==> config.mk <==
export PLATFORM = sky130hd
export DESIGN_NAME = temperature_pid_pwm_controller_core_flat
export DESIGN_NICKNAME = d
export VERILOG_FILES = /design/src/design/tpid_pkg.sv /design/src/design/tpid_if.sv /design/src/design/temperature_pid_pwm_controller_core.sv /design/src/flat_wrapper.sv
export SDC_FILE = /design/constraint.sdc
export NUM_CORES = 1
export LEC_CHECK = 0
export ABC_AREA = 1
export ABC_CLOCK_PERIOD_IN_PS = 11080
export BUFFER_PORTS_ARGS = -buffer_cell sky130_fd_sc_hd__buf_4
export CORE_MARGIN = 3
export CORE_UTILIZATION = 40
export DETAILED_ROUTE_END_ITERATION = 10
export PLACE_DENSITY_LB_ADDON = 0.25
export SYNTH_ARGS = -nofsm -noshare
export SYNTH_HDL_FRONTEND = slang
export SYNTH_SLANG_ARGS = --single-unit
==> constraint.sdc <==
create_clock -name clk -period 11.08 [get_ports clk]
set_input_delay 1.108 -clock clk [delete_from_list [all_inputs] [get_ports clk]]
set_output_delay 1.108 -clock clk [all_outputs]
set_load 0.005 [all_outputs]
==> src/design/tpid_pkg.sv <==
// Shared constants, types and helper functions for the temperature PID controller.
`default_nettype none

package tpid_pkg;

  localparam int unsigned DataW    = 8;
  localparam int unsigned DTermW   = 17;
  localparam int unsigned SumW     = 18;
  localparam int unsigned CfgIdxW  = 2;

  localparam logic [DataW-1:0] SegKnee  = 8'd189;
  localparam logic [DataW-1:0] LoSlope  = 8'd105;
  localparam logic [DataW-1:0] LoOffset = 8'd17;
  localparam logic [DataW-1:0] HiSlope  = 8'd225;
  localparam logic [DataW-1:0] HiOffset = 8'd106;
  localparam logic [DataW-1:0] ClampTop = 8'd255;

  localparam logic [DataW-1:0] SetpointReset = 8'd30;
  localparam logic [DataW-1:0] GainPReset    = 8'd128;
  localparam logic [DataW-1:0] GainIReset    = 8'd1;
  localparam logic [DataW-1:0] GainDReset    = 8'd40;

  typedef enum logic [CfgIdxW-1:0] {
    RegSetpoint = 2'd0,
    RegGainP    = 2'd1,
    RegGainI    = 2'd2,
    RegGainD    = 2'd3
  } cfg_reg_t;

  typedef logic [DataW-1:0]         byte_t;
  typedef logic signed [DTermW-1:0] dterm_t;
  typedef logic signed [SumW-1:0]   sum_t;

  function automatic byte_t to_temperature(input byte_t s);
    logic [2*DataW-1:0] prod;
    begin
      if (s < SegKnee) begin
        prod = LoSlope * s;
        to_temperature = prod[2*DataW-1:DataW] - LoOffset;
      end else begin
        prod = HiSlope * s;
        to_temperature = prod[2*DataW-1:DataW] - HiOffset;
      end
    end
  endfunction

  function automatic byte_t clamp_byte(input sum_t v);
    begin
      if (v < 0) begin
        clamp_byte = '0;
      end else if (v > $signed({{(SumW-DataW){1'b0}}, ClampTop})) begin
        clamp_byte = ClampTop;
      end else begin
        clamp_byte = v[DataW-1:0];
      end
    end
  endfunction

endpackage

`default_nettype wire

==> src/design/tpid_if.sv <==
// Valid/ready channel interfaces for samples in and controller results out.
`default_nettype none

interface tpid_in_if;
  logic               valid;
  logic               ready;
  tpid_pkg::byte_t    adc_sample;

  modport source (output valid, output adc_sample, input ready);
  modport sink   (input valid, input adc_sample, output ready);
endinterface

interface tpid_out_if;
  logic               valid;
  logic               ready;
  tpid_pkg::byte_t    duty;
  tpid_pkg::byte_t    temperature;
  tpid_pkg::byte_t    p_term;
  tpid_pkg::byte_t    i_term;
  tpid_pkg::dterm_t   d_term;

  modport source (output valid, output duty, output temperature, output p_term,
                  output i_term, output d_term, input ready);
  modport sink   (input valid, input duty, input temperature, input p_term,
                  input i_term, input d_term, output ready);
endinterface

`default_nettype wire

==> src/design/temperature_pid_pwm_controller_core.sv <==
// Temperature PID controller core: sample to temperature, PID terms, clamped PWM duty.
//
// Usage:
//   sample_ch carries one 8-bit converter sample per transfer; result_ch carries
//   duty, temperature, p_term, i_term and the signed 17-bit d_term, one result
//   per sample, in order.
//   Registers setpoint, gain_p, gain_i and gain_d are written through cfg_we,
//   cfg_index and cfg_data; the user must write them only while no sample is
//   in flight, which the block itself does not enforce.
//   The sample stage registers temperature and error; the result stage forms
//   the PID terms and the duty into the result register, where integral and
//   previous error update as well.
//   Throughput: one sample per cycle while result_ch does not stall.
//   Reset (rst, synchronous, active high) restores the register defaults,
//   clears integral and previous error and empties both stages.
//   When result_ch stalls, the result holds, the sample stage fills once more
//   and then sample_ch.ready drops until the result is taken.
`default_nettype none

module temperature_pid_pwm_controller_core (
  input  wire logic                           clk,
  input  wire logic                           rst,
  input  wire logic                           cfg_we,
  input  wire logic [tpid_pkg::CfgIdxW-1:0]   cfg_index,
  input  wire logic [tpid_pkg::DataW-1:0]     cfg_data,
  tpid_in_if.sink                             sample_ch,
  tpid_out_if.source                          result_ch
);

  tpid_pkg::byte_t setpoint;
  tpid_pkg::byte_t gain_p;
  tpid_pkg::byte_t gain_i;
  tpid_pkg::byte_t gain_d;

  tpid_pkg::byte_t integral;
  logic signed [tpid_pkg::DataW-1:0] prev_error;

  logic                              stage_valid;
  tpid_pkg::byte_t                   stage_temp;
  logic signed [tpid_pkg::DataW-1:0] stage_err;

  logic                              out_valid;
  logic                              advance;
  tpid_pkg::byte_t                   temp_next;

  logic signed [tpid_pkg::DTermW-1:0] p_raw;
  tpid_pkg::sum_t                     i_raw;
  logic signed [tpid_pkg::DataW:0]    err_diff;
  tpid_pkg::dterm_t                   d_raw;
  tpid_pkg::byte_t                    p_clamped;
  tpid_pkg::byte_t                    i_clamped;
  tpid_pkg::dterm_t                   d_sel;
  tpid_pkg::sum_t                     total;

  always_ff @(posedge clk) begin
    if (rst) begin
      setpoint <= tpid_pkg::SetpointReset;
      gain_p   <= tpid_pkg::GainPReset;
      gain_i   <= tpid_pkg::GainIReset;
      gain_d   <= tpid_pkg::GainDReset;
    end else if (cfg_we) begin
      unique case (tpid_pkg::cfg_reg_t'(cfg_index))
        tpid_pkg::RegSetpoint: setpoint <= cfg_data;
        tpid_pkg::RegGainP:    gain_p   <= cfg_data;
        tpid_pkg::RegGainI:    gain_i   <= cfg_data;
        tpid_pkg::RegGainD:    gain_d   <= cfg_data;
        default: ;
      endcase
    end
  end

  assign advance         = !out_valid || result_ch.ready;
  assign sample_ch.ready = !stage_valid || advance;
  assign temp_next       = tpid_pkg::to_temperature(sample_ch.adc_sample);

  // sample stage
  always_ff @(posedge clk) begin
    if (rst) begin
      stage_valid <= 1'b0;
    end else if (sample_ch.ready) begin
      stage_valid <= sample_ch.valid;
    end
  end

  always_ff @(posedge clk) begin
    if (sample_ch.valid && sample_ch.ready) begin
      stage_temp <= temp_next;
      stage_err  <= $signed(temp_next - setpoint);
    end
  end

  always_comb begin
    p_raw     = $signed({1'b0, gain_p}) * stage_err;
    i_raw     = $signed({{(tpid_pkg::SumW-tpid_pkg::DataW){1'b0}}, integral})
              + $signed({1'b0, gain_i}) * stage_err;
    err_diff  = {prev_error[tpid_pkg::DataW-1], prev_error}
              - {stage_err[tpid_pkg::DataW-1], stage_err};
    d_raw     = $signed({1'b0, gain_d}) * err_diff;
    p_clamped = tpid_pkg::clamp_byte({p_raw[tpid_pkg::DTermW-1], p_raw});
    i_clamped = tpid_pkg::clamp_byte(i_raw);
    d_sel     = (p_clamped == '0 && i_clamped == '0) ? '0 : d_raw;
    total     = $signed({{(tpid_pkg::SumW-tpid_pkg::DataW){1'b0}}, p_clamped})
              + $signed({{(tpid_pkg::SumW-tpid_pkg::DataW){1'b0}}, i_clamped})
              + $signed({d_sel[tpid_pkg::DTermW-1], d_sel});
  end

  // result stage and controller state
  always_ff @(posedge clk) begin
    if (rst) begin
      out_valid  <= 1'b0;
      integral   <= '0;
      prev_error <= '0;
    end else if (advance) begin
      out_valid <= stage_valid;
      if (stage_valid) begin
        integral   <= i_clamped;
        prev_error <= stage_err;
      end
    end
  end

  always_ff @(posedge clk) begin
    if (advance && stage_valid) begin
      result_ch.duty        <= tpid_pkg::clamp_byte(total);
      result_ch.temperature <= stage_temp;
      result_ch.p_term      <= p_clamped;
      result_ch.i_term      <= i_clamped;
      result_ch.d_term      <= d_sel;
    end
  end

  assign result_ch.valid = out_valid;

endmodule

`default_nettype wire

==> src/flat_wrapper.sv <==
// flat-port wrapper written by rule: the top's interface ports become plain ports
module temperature_pid_pwm_controller_core_flat 
  (clk, rst, cfg_we, cfg_index, cfg_data, sample_ch_valid, sample_ch_adc_sample, sample_ch_ready, result_ch_valid, result_ch_duty, result_ch_temperature, result_ch_p_term, result_ch_i_term, result_ch_d_term, result_ch_ready);
  tpid_in_if sample_ch_i ();
  tpid_out_if result_ch_i ();
  input  wire logic clk;
  input  wire logic rst;
  input  wire logic cfg_we;
  input  wire logic [tpid_pkg::CfgIdxW-1:0] cfg_index;
  input  wire logic [tpid_pkg::DataW-1:0] cfg_data;
  input wire logic [$bits(sample_ch_i.valid)-1:0] sample_ch_valid;
  input wire logic [$bits(sample_ch_i.adc_sample)-1:0] sample_ch_adc_sample;
  output wire logic [$bits(sample_ch_i.ready)-1:0] sample_ch_ready;
  output wire logic [$bits(result_ch_i.valid)-1:0] result_ch_valid;
  output wire logic [$bits(result_ch_i.duty)-1:0] result_ch_duty;
  output wire logic [$bits(result_ch_i.temperature)-1:0] result_ch_temperature;
  output wire logic [$bits(result_ch_i.p_term)-1:0] result_ch_p_term;
  output wire logic [$bits(result_ch_i.i_term)-1:0] result_ch_i_term;
  output wire logic [$bits(result_ch_i.d_term)-1:0] result_ch_d_term;
  input wire logic [$bits(result_ch_i.ready)-1:0] result_ch_ready;
  assign sample_ch_i.valid = sample_ch_valid;
  assign sample_ch_i.adc_sample = sample_ch_adc_sample;
  assign sample_ch_ready = sample_ch_i.ready;
  assign result_ch_valid = result_ch_i.valid;
  assign result_ch_duty = result_ch_i.duty;
  assign result_ch_temperature = result_ch_i.temperature;
  assign result_ch_p_term = result_ch_i.p_term;
  assign result_ch_i_term = result_ch_i.i_term;
  assign result_ch_d_term = result_ch_i.d_term;
  assign result_ch_i.ready = result_ch_ready;
  temperature_pid_pwm_controller_core u_core (.clk(clk), .rst(rst), .cfg_we(cfg_we), .cfg_index(cfg_index), .cfg_data(cfg_data), .sample_ch(sample_ch_i), .result_ch(result_ch_i));
endmodule
==> summary.md <==
| Metric | Value |
|---|---|
| Setup repair after global routing missed its margin | `no` |
| Skew final | `between 0.006 and 0.007 ns` |
| Worst path most repeated cell | `nand2_1` |
| Antenna cell count | `0` |
| Area of the mapped netlist | `roughly 0.015 mm2` |
| Fin crit share | `around four fifths` |
| Slowest cell delay on critical path | `between 0.5 and 0.6 ns` |
| CP max stage cell | `fa_1` |
| Slew at the pin closest to its max-slew limit | `about 1.1 ns` |
| Die Ht | `between 200 and 250 um` |
| Slew Limit Fails | `0` |
| CP top delay family | `adder cells` |
| I/O pins | `74` |
| Post-DP Area | `roughly 0.016 mm2` |
| Area Overhead vs Synth | `10.4%` |
| Max_slew headroom | `24.3%` |
| Cts hold-fix bufs | `0` |
| Worst Path Arrival | `8.94 ns` |
| CTS Root Cell | `clkbuf_16` |
| WP data required | `11.28 ns` |
| Fmax achieved | `approximately 110 MHz` |
| Commonest cells after routing, fill and taps aside | `inv_1 (486), nand2_1 (425), ha_1 (246)` |
| Layout cell share with drive strength beyond 1 | `7.97%` |
| Routed vias | `12100` |
| Worst hold path type | `register to register` |
| Drt pass-1 iters | `5` |
| Largest net degree at the start of global routing | `80` |
| Final wirelength | `36.3 mm` |
| # resized after CTS | `0` |
| Placed cell count | `around 2500` |
| Outcome | `complete, no violations` |
| Setup TNS | `0 ns` |
| Storage cell area | `approximately 0.0030 mm2` |
| Filler cells | `around 3800` |
| Area of the multi-input gates | `roughly 0.010 mm2` |
| Yosys cell types | `43` |
| Gr ovfl total | `0` |
| Register area share after synthesis | `19.2%` |
| Antenna violations before repair | `0` |
| Post-Layout Cell Count | `about 2500` |
| CTS tree | `yes` |
| Iteration-0 DRC Markers | `535` |
| Number of buffers added on ports | `73` |
| Max cap viols | `0` |
| HPWL Detailed | `around 30 mm` |
| Crit Path Max Fanout | `19` |
| Async S/R FF share, synth | `0%` |
| Post-synth EDFFs | `65` |
| First-pass GRT wire length | `slightly above 60 mm` |
| Vias in the first global route | `12600` |
| Post-CTS setup buffers | `0` |
| Die extent in x | `roughly 200 um` |
| Synthesized area per cell | `slightly below 8 um2` |
| Synth warn | `0` |
| Critical path type | `register to register` |
| Fin area | `about 0.017 mm2` |
| Clock-pin slew on the worst setup and hold paths | `approximately 0.050 ns` |
| Prevailing post-synth register cell | `edfxtp_1` |
| CP Buf/Inv Count | `5` |
| Sink Count | `~120` |
| Overall Global Routing Usage | `between 10% and 20%` |
| Commonest non-fill, non-tap cell in the layout | `inv_1` |
| DIE AREA | `0.0408 mm2` |
| Post-DRT Antenna Nets | `0` |
| Site Rows | `slightly above 70` |
| Crit end category | `register` |
| Core area | `around 0.038 mm2` |
| Mapped Cells | `1956` |
| DR WL/cell | `14.3 um` |
| Via density | `4.78` |
| Startpoint types | `register` |
| Final min period | `between 8 and 9 ns` |
| Hold Vio Cnt, Final | `0` |
| TritonCTS Buffers | `17` |
| Syn nets | `roughly 2400` |
| Yosys reg bits | `roughly 120` |
| Fin nets | `2417` |
| # DRC | `0` |
| Worst-skew pair later-pin latency | `between 0.4 and 0.5 ns` |
| Setup Viol. Count Final | `0` |
| Initial Util | `40.7%` |
| Clock Path Buffers | `2` |
| GPL Wtd Cong | `0.850` |
| # H-tree levels | `4` |
[logic make-up (layout without fill, tap and decap cells)]
family          Yosys count  in the layout  share of synthesized area [%]
buf+inv                 535            599                           13.1
flops                   115            115                           19.2
xor+xnor                 55             55                           3.38
compound gates          172            172                           6.36
fa+ha+maj               387            387                           38.4
simple gates            692            692                           19.5
[synthesized netlist by cell type, types with 9 or more instances]
library cell | count | area, um2
a21oi_1 | 77 | 385
clkbuf_1 | 41 | 154
dfxtp_1 | 50 | 1000
edfxtp_1 | 65 | 1950
fa_1 | 141 | 2820
ha_1 | 246 | 3080
inv_1 | 487 | 1830
nand2_1 | 425 | 1600
nand2_2 | 12 | 75.1
nand3_1 | 58 | 290
nand4_1 | 26 | 163
nor2_1 | 119 | 447
nor3_1 | 9 | 45.0
o21ai_0 | 59 | 295
o21bai_1 | 9 | 67.6
or2_2 | 10 | 62.6
xnor2_1 | 23 | 201
xor2_1 | 30 | 263
[worst register-to-register path: cells and delay by family (launching register included)]
family | cells | cell delay (ns)
AND/OR/NAND/NOR | 31 | 3.12
adder cells (fa/ha/maj) | 9 | 3.92
XOR/XNOR | 1 | 0.17
flip-flops | 1 | 0.43
AO/OA/AOI/OAI | 2 | 0.27
buffers and inverters | 5 | 0.61
[cell type report]
class | count | share of cell area, %
inverter | 492 | 10.9
multi-input combinational | 1306 | 61.2
sequential | 115 | 17.4
clock inverter | 12 | 0.818
tap | 511 | 3.77
timing repair buffer | 75 | 3.32
clock buffer | 20 | 2.57
[worst paths after layout]
path	startpoint	to	slack, ns	cells after the start
worst max-delay path	u_core.stage_err[7]	u_core.result_ch.duty[4]	2.33	48
worst min-delay path	u_core.stage_temp[3]	u_core.result_ch.temperature[3]	0.42	0
worst max register to register	u_core.stage_err[7]	u_core.result_ch.duty[4]	2.33	48
worst min register to register	u_core.stage_temp[3]	u_core.result_ch.temperature[3]	0.42	0
[layer usage]
metal | vias up | GRT usage [%] | share of wire, %
met4 | 0 | 5.86 | 2.3
met5 | - | 0 | 0
met2 | 185 | 34.4 | 52
met3 | 55 | 2.90 | 3.1
met1 | 5756 | 22.1 | 43
li1 | 6108 | - | -
[flip-flops by register name, indices dropped and copies added, names as in the netlist]
| register | flops |
|---|---|
| u_core.result_ch.d_term | 17 |
| u_core.gain_d | 8 |
| u_core.gain_i | 8 |
| u_core.gain_p | 8 |
| u_core.integral | 8 |
| u_core.prev_error | 8 |
| u_core.result_ch.duty | 8 |
| u_core.result_ch.i_term | 8 |
| u_core.result_ch.p_term | 8 |
| u_core.result_ch.temperature | 8 |
| u_core.setpoint | 8 |
| u_core.stage_err | 8 |
| u_core.stage_temp | 8 |
| u_core.result_ch.valid | 1 |
| u_core.stage_valid | 1 |
[per-stage QoR]
step / hold WS (ns) / worst slack (ns) / utilization [%]
2_1_floorplan: 0.400 / 3.25 / -
3_3_place_gp: 0.431 / 2.58 / 43.4
3_5_place_dp: 0.408 / 2.35 / 43.4
4_1_cts: 0.425 / 2.32 / 44.9
5_1_grt: 0.430 / 1.64 / 44.9
6_report: 0.423 / 2.33 / 44.9
Power is left out: the tool's default activity adds up to more than one toggle a clock period on the data nets, which glitch-free logic cannot reach.
